**src/rtl/iap_pkg.sv**
```systemverilog
package iap_pkg;

  localparam int WORD_BITS = 32;
  localparam int CNT_W     = $clog2(WORD_BITS);

  typedef logic [3:0] opcode_t;

  localparam opcode_t OP_ADD = 4'd0;
  localparam opcode_t OP_SUB = 4'd1;
  localparam opcode_t OP_MUL = 4'd2;
  localparam opcode_t OP_DIV = 4'd3;
  localparam opcode_t OP_EQ  = 4'd4;
  localparam opcode_t OP_LT  = 4'd5;
  localparam opcode_t OP_GT  = 4'd6;
  localparam opcode_t OP_LE  = 4'd7;
  localparam opcode_t OP_GE  = 4'd8;
  localparam opcode_t OP_POW = 4'd9;

  typedef logic [1:0] err_t;

  localparam err_t ERR_NONE     = 2'd0;
  localparam err_t ERR_DIV_ZERO = 2'd1;
  localparam err_t ERR_NEG_EXP  = 2'd2;

  typedef enum logic [2:0] {
    ST_IDLE,
    ST_DIV,
    ST_DIV_SIGN,
    ST_POW_MUL,
    ST_POW_SQR,
    ST_DONE
  } state_t;

  typedef struct packed {
    opcode_t                       operation;
    logic signed [WORD_BITS-1:0]   operand_a;
    logic signed [WORD_BITS-1:0]   operand_b;
  } in_item_t;

  typedef struct packed {
    logic signed [WORD_BITS-1:0]   result_value;
    err_t                          error_code;
  } out_item_t;

  typedef struct packed {
    logic [WORD_BITS:0]   add_x;
    logic [WORD_BITS:0]   add_y;
    logic                 add_sub;
    logic [WORD_BITS-1:0] mul_x;
    logic [WORD_BITS-1:0] mul_y;
  } unit_req_t;

  typedef struct packed {
    logic [WORD_BITS:0]   sum;
    logic [WORD_BITS-1:0] prod;
  } unit_rsp_t;

endpackage

```
**src/rtl/iap_unit.sv**
```systemverilog
module iap_unit (
  input  iap_pkg::unit_req_t req,
  output iap_pkg::unit_rsp_t rsp
);
  import iap_pkg::*;

  logic [WORD_BITS:0] y_eff;

  // subtract as add of the inverted operand plus carry in
  assign y_eff    = req.add_sub ? ~req.add_y : req.add_y;
  assign rsp.sum  = req.add_x + y_eff + {{WORD_BITS{1'b0}}, req.add_sub};
  // wrapping product, low word only
  assign rsp.prod = req.mul_x * req.mul_y;

endmodule

```
**src/rtl/integer_alu_with_power.sv**
```systemverilog
// Integer ALU taking one item at a time: in_ready is high only while the block
// is idle. Add, subtract, multiply and the five comparisons register the
// result on acceptance and go to the final step, which loads the output and
// raises out_valid. Division is restoring, one quotient bit per cycle on the
// shared adder, then a sign step that negates the quotient where needed.
// Power uses square-and-multiply on the single shared 32x32 multiplier: for
// each exponent bit up to the highest set bit, a set bit first multiplies
// the accumulator by the base, and each bit then squares the base; once the
// exponent is zero the accumulator is the result. Divide by zero and
// negative exponents return 0 with an error code, going from idle straight
// to the final step. A result that has not been taken holds the block in its
// final step until out_ready.
module integer_alu_with_power (
  input  logic              clk,
  input  logic              rst,
  input  logic              in_valid,
  output logic              in_ready,
  input  iap_pkg::in_item_t in_data,
  output logic              out_valid,
  input  logic              out_ready,
  output iap_pkg::out_item_t out_data
);
  import iap_pkg::*;

  localparam logic [CNT_W-1:0] CNT_LAST = CNT_W'(WORD_BITS - 1);

  state_t state, state_next;

  logic [WORD_BITS-1:0] rem, rem_next;
  logic [WORD_BITS-1:0] quo, quo_next;
  logic [WORD_BITS-1:0] dvs, dvs_next;
  logic                 neg_q, neg_q_next;
  logic [CNT_W-1:0]     cnt, cnt_next;
  logic [WORD_BITS-1:0] acc, acc_next;
  logic [WORD_BITS-1:0] base, base_next;
  logic [WORD_BITS-1:0] expo, expo_next;
  logic [WORD_BITS-1:0] res, res_next;
  err_t                 err, err_next;
  logic                 load_out;

  unit_req_t unit_req;
  unit_rsp_t unit_rsp;

  logic [WORD_BITS-1:0] op_a, op_b, mag_a, mag_b;
  logic                 is_eq, is_lt;

  iap_unit u_unit (
    .req (unit_req),
    .rsp (unit_rsp)
  );

  assign op_a     = in_data.operand_a;
  assign op_b     = in_data.operand_b;
  assign mag_a    = op_a[WORD_BITS-1] ? (~op_a + 1'b1) : op_a;
  assign mag_b    = op_b[WORD_BITS-1] ? (~op_b + 1'b1) : op_b;
  assign is_eq    = (op_a == op_b);
  // sign of the widened difference a - b
  assign is_lt    = unit_rsp.sum[WORD_BITS];
  assign in_ready = (state == ST_IDLE);
  assign load_out = (state == ST_DONE) && (!out_valid || out_ready);

  always_comb begin
    state_next = state;
    unique case (state)
      ST_IDLE: begin
        if (in_valid) begin
          case (in_data.operation)
            OP_DIV:  state_next = (op_b == '0) ? ST_DONE : ST_DIV;
            OP_POW:  state_next = op_b[WORD_BITS-1] ? ST_DONE : ST_POW_MUL;
            default: state_next = ST_DONE;
          endcase
        end
      end
      ST_DIV: begin
        if (cnt == '0) state_next = ST_DIV_SIGN;
      end
      ST_DIV_SIGN: state_next = ST_DONE;
      ST_POW_MUL: begin
        if (expo == '0) begin
          state_next = ST_DONE;
        end else if (expo[0]) begin
          state_next = ST_POW_SQR;
        end
      end
      ST_POW_SQR: state_next = ST_POW_MUL;
      ST_DONE: begin
        if (load_out) state_next = ST_IDLE;
      end
      default: state_next = ST_IDLE;
    endcase
  end

  always_comb begin
    unit_req   = '0;
    rem_next   = rem;
    quo_next   = quo;
    dvs_next   = dvs;
    neg_q_next = neg_q;
    cnt_next   = cnt;
    acc_next   = acc;
    base_next  = base;
    expo_next  = expo;
    res_next   = res;
    err_next   = err;
    unique case (state)
      ST_IDLE: begin
        unit_req.add_x   = {op_a[WORD_BITS-1], op_a};
        unit_req.add_y   = {op_b[WORD_BITS-1], op_b};
        unit_req.add_sub = (in_data.operation != OP_ADD);
        unit_req.mul_x   = op_a;
        unit_req.mul_y   = op_b;
        if (in_valid) begin
          res_next = '0;
          err_next = ERR_NONE;
          case (in_data.operation) inside
            OP_ADD, OP_SUB: res_next = unit_rsp.sum[WORD_BITS-1:0];
            OP_MUL:         res_next = unit_rsp.prod;
            OP_EQ:          res_next = {{(WORD_BITS-1){1'b0}}, is_eq};
            OP_LT:          res_next = {{(WORD_BITS-1){1'b0}}, is_lt};
            OP_GT:          res_next = {{(WORD_BITS-1){1'b0}}, !is_lt && !is_eq};
            OP_LE:          res_next = {{(WORD_BITS-1){1'b0}}, is_lt || is_eq};
            OP_GE:          res_next = {{(WORD_BITS-1){1'b0}}, !is_lt};
            OP_DIV: begin
              if (op_b == '0) begin
                err_next = ERR_DIV_ZERO;
              end else begin
                rem_next   = '0;
                quo_next   = mag_a;
                dvs_next   = mag_b;
                neg_q_next = op_a[WORD_BITS-1] ^ op_b[WORD_BITS-1];
                cnt_next   = CNT_LAST;
              end
            end
            OP_POW: begin
              if (op_b[WORD_BITS-1]) begin
                err_next = ERR_NEG_EXP;
              end else begin
                acc_next  = {{(WORD_BITS-1){1'b0}}, 1'b1};
                base_next = op_a;
                expo_next = op_b;
              end
            end
            default: res_next = '0;
          endcase
        end
      end
      ST_DIV: begin
        // trial subtract of the divisor from the shifted remainder
        unit_req.add_x   = {rem, quo[WORD_BITS-1]};
        unit_req.add_y   = {1'b0, dvs};
        unit_req.add_sub = 1'b1;
        if (!unit_rsp.sum[WORD_BITS]) begin
          rem_next = unit_rsp.sum[WORD_BITS-1:0];
          quo_next = {quo[WORD_BITS-2:0], 1'b1};
        end else begin
          rem_next = {rem[WORD_BITS-2:0], quo[WORD_BITS-1]};
          quo_next = {quo[WORD_BITS-2:0], 1'b0};
        end
        cnt_next = cnt - 1'b1;
      end
      ST_DIV_SIGN: begin
        unit_req.add_x   = '0;
        unit_req.add_y   = {1'b0, quo};
        unit_req.add_sub = neg_q;
        res_next         = unit_rsp.sum[WORD_BITS-1:0];
      end
      ST_POW_MUL: begin
        if (expo == '0) begin
          res_next = acc;
        end else if (expo[0]) begin
          unit_req.mul_x = acc;
          unit_req.mul_y = base;
          acc_next       = unit_rsp.prod;
        end else begin
          // exponent bit clear: square straight away
          unit_req.mul_x = base;
          unit_req.mul_y = base;
          base_next      = unit_rsp.prod;
          expo_next      = {1'b0, expo[WORD_BITS-1:1]};
        end
      end
      ST_POW_SQR: begin
        unit_req.mul_x = base;
        unit_req.mul_y = base;
        base_next      = unit_rsp.prod;
        expo_next      = {1'b0, expo[WORD_BITS-1:1]};
      end
      ST_DONE: begin
      end
      default: begin
      end
    endcase
  end

  always_ff @(posedge clk) begin
    if (rst) begin
      state     <= ST_IDLE;
      out_valid <= 1'b0;
    end else begin
      state <= state_next;
      if (load_out) begin
        out_valid <= 1'b1;
      end else if (out_ready) begin
        out_valid <= 1'b0;
      end
    end
  end

  always_ff @(posedge clk) begin
    rem   <= rem_next;
    quo   <= quo_next;
    dvs   <= dvs_next;
    neg_q <= neg_q_next;
    cnt   <= cnt_next;
    acc   <= acc_next;
    base  <= base_next;
    expo  <= expo_next;
    res   <= res_next;
    err   <= err_next;
    if (load_out) begin
      out_data.result_value <= res;
      out_data.error_code   <= err;
    end
  end

endmodule

```
**config.mk**
```make
export PLATFORM = sky130hd
export DESIGN_NAME = integer_alu_with_power
export DESIGN_NICKNAME = d
export VERILOG_FILES = /design/src/rtl/iap_pkg.sv /design/src/rtl/iap_unit.sv /design/src/rtl/integer_alu_with_power.sv
export SDC_FILE = /design/constraint.sdc
export NUM_CORES = 2
export LEC_CHECK = 0
export BUFFER_PORTS_ARGS = -buffer_cell sky130_fd_sc_hd__buf_4
export CORE_ASPECT_RATIO = 1.5
export CORE_MARGIN = 3
export CORE_UTILIZATION = 50
export CTS_CLUSTER_DIAMETER = 40
export CTS_CLUSTER_SIZE = 28
export DETAILED_ROUTE_END_ITERATION = 6
export GPL_TIMING_DRIVEN = 0
export HOLD_SLACK_MARGIN = 0.1
export PLACE_DENSITY = 0.75
export SETUP_SLACK_MARGIN = 0.1
export SKIP_CTS_REPAIR_TIMING = 1
export SLEW_MARGIN = 5
export SYNTH_ARGS = -nofsm -noshare
export SYNTH_HDL_FRONTEND = slang
export SYNTH_SLANG_ARGS = --single-unit
export TNS_END_PERCENT = 100
```
**constraint.sdc**
```tcl
create_clock -name clk -period 9 [get_ports clk]
set_input_delay 1.8 -clock clk [delete_from_list [all_inputs] [get_ports clk]]
set_output_delay 1.8 -clock clk [all_outputs]
set_load 0.03 [all_outputs]
```
Word level (Yosys, flattened, before mapping)

Index checks and enable logic that the tools add are counted.

Flip-flop bits (word level): 270
Bits of input ports: 72
Output and inout bits: 36
Word-level logic and storage cells: 206

$add $sub $neg: 5
$mul: 1
Equal/unequal tests: 35
Muxes and demuxes: 109
Bitwise logic cells: 12
Reductions and logical operators: 28

Operators by type and width:

| kind                  | number |
|---|---|
| $mux 32               | 65 |
| $pmux 32 s3           | 3 |
| $pmux 67 s3           | 1 |
| $pmux 32 s2           | 3 |
| $pmux 64 s3           | 1 |
| $mux 64               | 2 |
| $add 32x1->32 const B | 2 |
| $logic_not 32->1      | 2 |
| $not 32->32           | 2 |
| $mux 5                | 10 |
| $ne 2x2->1 const B    | 17 |
| $add 33x1->33         | 1 |
| $add 33x33->33        | 1 |
| $mux 33               | 1 |
| $not 33->33           | 1 |
| $eq 32x32->1          | 1 |
| $mul 32x32->32        | 1 |
| $mux 31               | 1 |
| $reduce_and 14->1     | 2 |
| $reduce_and 11->1     | 2 |
| $mux 3                | 7 |
| $pmux 3 s6            | 1 |
| $eq 4x3->1 const B    | 4 |
| $reduce_and 13->1     | 1 |
| 29 further kinds      | 58 |

Logic depth before layout (Yosys ltp)

Word-level depth: 16
Gate-level depth with buffers: 36
Mapped depth without buffers: 32

Hierarchy

A second synthesis with hierarchy kept.

Cell total of the unflattened synthesis: 3349
Area, all modules: 32738.9 µm²

By module, submodules not included:

| module                 | instances | cells each | area an instance (µm²) | seq. area each (µm²) |
|---|---|---|---|---|
| iap_unit               | 1         | 2047       | 17824.6                | 0.0 |
| integer_alu_with_power | 1         | 1302       | 14914.3                | 8037.7 |

Worst setup path after synthesis

OpenSTA, ideal clock, no wires.

Path kind: input port to flip-flop
Start: in in_data[40] in the netlist's numbering
End: reg res[30] (data pin)
Setup time: 0.256 ns
Data arrival time: 9.099 ns
Data required time: 8.744 ns
Setup slack: -0.356 ns
Stages: 29
Buffers on the path: 3
Cell sequence: clkbuf_1 > a222oi_1 > and2_1 > clkbuf_1 > clkbuf_1 > nor2_1 > fa_1 > inv_1 > fa_1 > inv_1 > fa_1 > inv_1 > fa_1 > inv_1 > ha_1 > ha_1 > fa_1 > inv_1 > fa_1 > inv_1 > ha_1 > nand3_1 > o311ai_0 > a21oi_1 > or4_1 > a31oi_1 > mux2i_1 > nor2_1 > o22a_1

Cells in the longest elaborated chain, start to end: 6
Elaborated cells between the ends (all ways): 9
Classes of those cells: add/sub: 2; mul: 1; mux: 6

Ends and longest elaborated chain:

| item                                                    | RTL line                                      | source |
|---|---|---|
| from (decl)                                             | integer_alu_with_power.sv:18                  | `input iap_pkg::in_item_t in_data,` |
| $pmux 64 s3 / $pmux 67 s3 (equally long branches)       | integer_alu_with_power.sv:105                 | `unique case (state)` |
| $mul 32x32->32 / $add 33x33->33 (equally long branches) | iap_unit.sv:13, iap_unit.sv:11                |  |
| $mux 32 / $add 33x1->33 (equally long branches)         | integer_alu_with_power.sv:115, iap_unit.sv:11 |  |
| $mux 32                                                 | integer_alu_with_power.sv:115                 | `case (in_data.operation) inside` |
| $mux 32                                                 | integer_alu_with_power.sv:112                 | `if (in_valid) begin` |
| $pmux 32 s3 (*)                                         | integer_alu_with_power.sv:105                 |  |
| net res_next[30]                                        | integer_alu_with_power.sv:37                  | `logic [WORD_BITS-1:0] res, res_next;` |
| to (signal assigned)                                    | integer_alu_with_power.sv:218                 | `res <= res_next;` |
| to (decl)                                               | integer_alu_with_power.sv:37                  |  |

Mark *: on every way through the listed nets, which the timed path passes. The rest lies on a longest branch. The select of a mux whose other input is x is not followed.
A chain may end at the register's enable or synchronous reset.

Worst setup path after layout

Start: in in_data[39] in the netlist's numbering
End: reg res[30] (data pin)

Same word-level chain as after synthesis.

==> flow_summary.json <==
{
  "status": "finished, final reports clean",
  "fin_skew_ns": 0.04847,
  "start_util_pct": 50.90,
  "num-nets-final": 4512,
  "synthAdderAreaFrac_pct": 30.67,
  "overflow": 0,
  "reg2reg_to": "res[31]$_DFFE_PP_",
  "end_kind": "register",
  "die_h_um": 321.1,
  "yosys.area.top_type": "fa_1",
  "synthTopCellsByArea": "fa_1 (25%), edfxtp_1 (24%), ha_1 (5.9%), inv_1 (5.4%), nor2_1 (5.2%)",
  "async_reset_ff_share_pct": 0,
  "num_io_pins": 108,
  "post-route-min-period_ns": 8.967,
  "ys.flop_type": "edfxtp_1",
  "hold_viol_final": 0,
  "synth.top_cell.area_share_pct": 24.73,
  "clk_pin_slew_ns": 0.09,
  "cpPeakStageDelay_ns": 0.55,
  "cp_common_cell": "fa_1",
  "dr_total_vias": 29817,
  "maxCapViolations": 0,
  "design_area_mm2": 0.03936,
  "reg2reg_slack_ns": 0.11,
  "placed_cells": 4576,
  "avgRoutedWirePerCell_um": 30.56,
  "clock_latency_ns": 0.64,
  "nFillCells": 5735,
  "critPathArrivalTime_ns": 9.33,
  "place_congestion": 1.057,
  "drt_iter0_drc": 3179,
  "worst_slack_ns": 0.03262,
  "ys_warn_count": 0,
  "synthXorXnorAreaFrac_pct": 7.132,
  "synth_fp_nets": 4281,
  "synth.area.mux_share_pct": 2.483,
  "yosysSeqAreaShare_pct": 24.28,
  "drt-vias-per-instance": 6.256,
  "wl_um": 145600,
  "grt_max_degree": 33,
  "clk_path_buf_depth": 3,
  "max_freq_mhz": 111.5,
  "start_kind": "primary input",
  "slew_headroom_pct": 18.57,
  "portBuffers": 53,
  "die_x_um": 216.1,
  "yosysUniqueCellTypes": 75,
  "synth_edf_count": 265,
  "synth.avg_cell_area_um2": 9.087,
  "rr_worst_depth": 28,
  "antenna_found_initial": 1,
  "min_from": "err[1]$_SDFFCE_PP0P_",
  "worstMarginPinSlew_ns": 1.220,
  "min_period_over_period_pct": 99.64,
  "worstSetupPathType": "in2reg",
  "postSynthCellCount": 3643,
  "min_delay_path_depth": 0,
  "worst_hold_slack_ns": 0.4153,
  "synth_top_family_by_area": "adder cells",
  "first_global_vias": 29806,
  "drive_gt1_share_pct": 17.52,
  "path_delay_family": "adder cells",
  "report.final.slew_viol_count": 0,
  "fp-row-count": 114,
  "setup_viol_count_final": 0,
  "r2r-start": "state[1]$_SDFFE_PP0P_",
  "cts_tree": "yes",
  "dp_hpwl_um": 114900,
  "ys_ff_latch": 269,
  "core_mm2": 0.06504,
  "dieArea_mm2": 0.06940,
  "drc": 0,
  "final_cells": 4766,
  "yosys.area_share.simple_pct": 14.49,
  "hp-class": "reg2reg",
  "cts_max_level": 1,
  "grt_usage_pct": 40.84,
  "dr.pass1.iters": 7,
  "root_buffer": "clkbuf_16",
  "rsz0062_at_grt": "yes",
  "syn_area_mm2": 0.03310,
  "critPathLaunch": "in_data[39]",
  "cts.sinks": 269,
  "dpl_worst_slack_ns": -2.208,
  "numCtsBuffers": 27,
  "path_buf_inv": 7,
  "critPathSlowestCell": "fa_1",
  "critPathMaxFanout": 10,
  "required_ns": 9.36,
  "hold_end": "out_data[1]$_DFFE_PP_",
  "antenna_left": 0,
  "grt_pass1_wl_um": 202800,
  "synth-compound-area-share_pct": 12.66,
  "dpl_cell_area_mm2": 0.03496,
  "synthToLayoutAreaGrowth_pct": 18.89
}
[worst reg2reg max path: cells and delay by family, from the launching register on]
kind	cells	cell delay [ns]
buffers and inverters	3	0.55
DFF	1	0.37
xor gates and xnor gates	9	2.14
AOI/OAI and AO/OA	4	0.84
adders and majority gates	8	3.97
and+or+nand+nor	4	0.75
[cells by family (layout without fill, tap and decap cells)]
family                   after synthesis  in the layout
AND/OR/NAND/NOR                     1128           1128
buffers and inverters                721            969
AO/OA/AOI/OAI                        628            629
adder cells (fa/ha/maj)              566            566
flip-flops                           269            269
XOR/XNOR                             249            249
multiplexers                          82             82
other                                  0              4
[worst max path at each step]
stage	depth (start not counted)	end	slack [ns]
floorplan	25	res[31]$_DFFE_PP_	0.10
global placement	31	res[28]$_DFFE_PP_	-2.43
detailed placement	28	res[31]$_DFFE_PP_	-2.21
CTS	28	res[31]$_DFFE_PP_	-2.26
global route	31	base[28]$_DFFE_PP_	-0.08
finish	27	res[30]$_DFFE_PP_	0.03
[Yosys cell counts, types with 61 or more instances]
cell / count
o21ai_0: 125
a21oi_1: 151
xor2_1: 86
nor2_1: 462
a22oi_1: 61
fa_1: 409
edfxtp_1: 265
ha_1: 157
inv_1: 479
mux2i_1: 81
clkbuf_1: 193
a22o_1: 67
xnor2_1: 150
nand2_1: 457
[cell type report]
type	count	area (µm²)	area share, %
clock inverters	19	295.3	0.7502
plain buffers	240	1800	4.575
clock buffers	28	679.4	1.726
multi-input cells	2654	23880	60.66
diodes	4	10.01	0.02543
flip-flops and latches	269	8039	20.42
inverters	480	1809	4.597
repair buffers	202	1762	4.476
well taps	870	1089	2.766
[stage by stage]
step / TNS [ns] / util [%]
after detailed placement: -93.07 / 53.76
after global placement: -110.77 / 53.44
after floorplan: 0 / -
after CTS: -91.09 / 55.26
after global routing: -0.3694 / 60.50
final: 0 / 60.51
[cell usage in the layout (no fill, tap or decap), types with 26 or more instances in the layout]
cell / synthesis / layout
buf_6: 2 / 42
xnor2_1: 150 / 143
a21o_1: 30 / 30
buf_8: 0 / 26
mux2i_1: 81 / 80
nand2_2: 0 / 33
a22oi_1: 61 / 41
o21ai_0: 125 / 104
clkbuf_2: 2 / 26
clkbuf_16: 0 / 29
fa_2: 0 / 30
ha_1: 157 / 134
edfxtp_1: 265 / 265
buf_4: 1 / 197
fa_1: 409 / 379
a22o_1: 67 / 62
a21oi_1: 151 / 133
xor2_1: 86 / 84
clkbuf_1: 193 / 73
inv_1: 479 / 465
o211ai_1: 44 / 44
and2_1: 50 / 31
nand2_1: 457 / 409
nor2_1: 462 / 446
[flip-flops by register name (all words and copies together), names as in the netlist]
name	cells
acc	32
base	32
cnt	5
dvs	32
err	2
expo	31
neg_q	1
out_data	34
out_valid	1
quo	32
rem	32
res	32
state	3
[routing by layer]
metal  GRT usage [%]  up-vias  part of all wire, %
li1                -    12432                    -
met1           42.34    14587                   31
met2           68.15     2014                   47
met3           6.813      782                  8.1
met4           42.20        2                   14
met5               0        -               0.0069
Power is left out: the tool's default activity adds up to more than one toggle a clock period on the data nets, which glitch-free logic cannot reach.
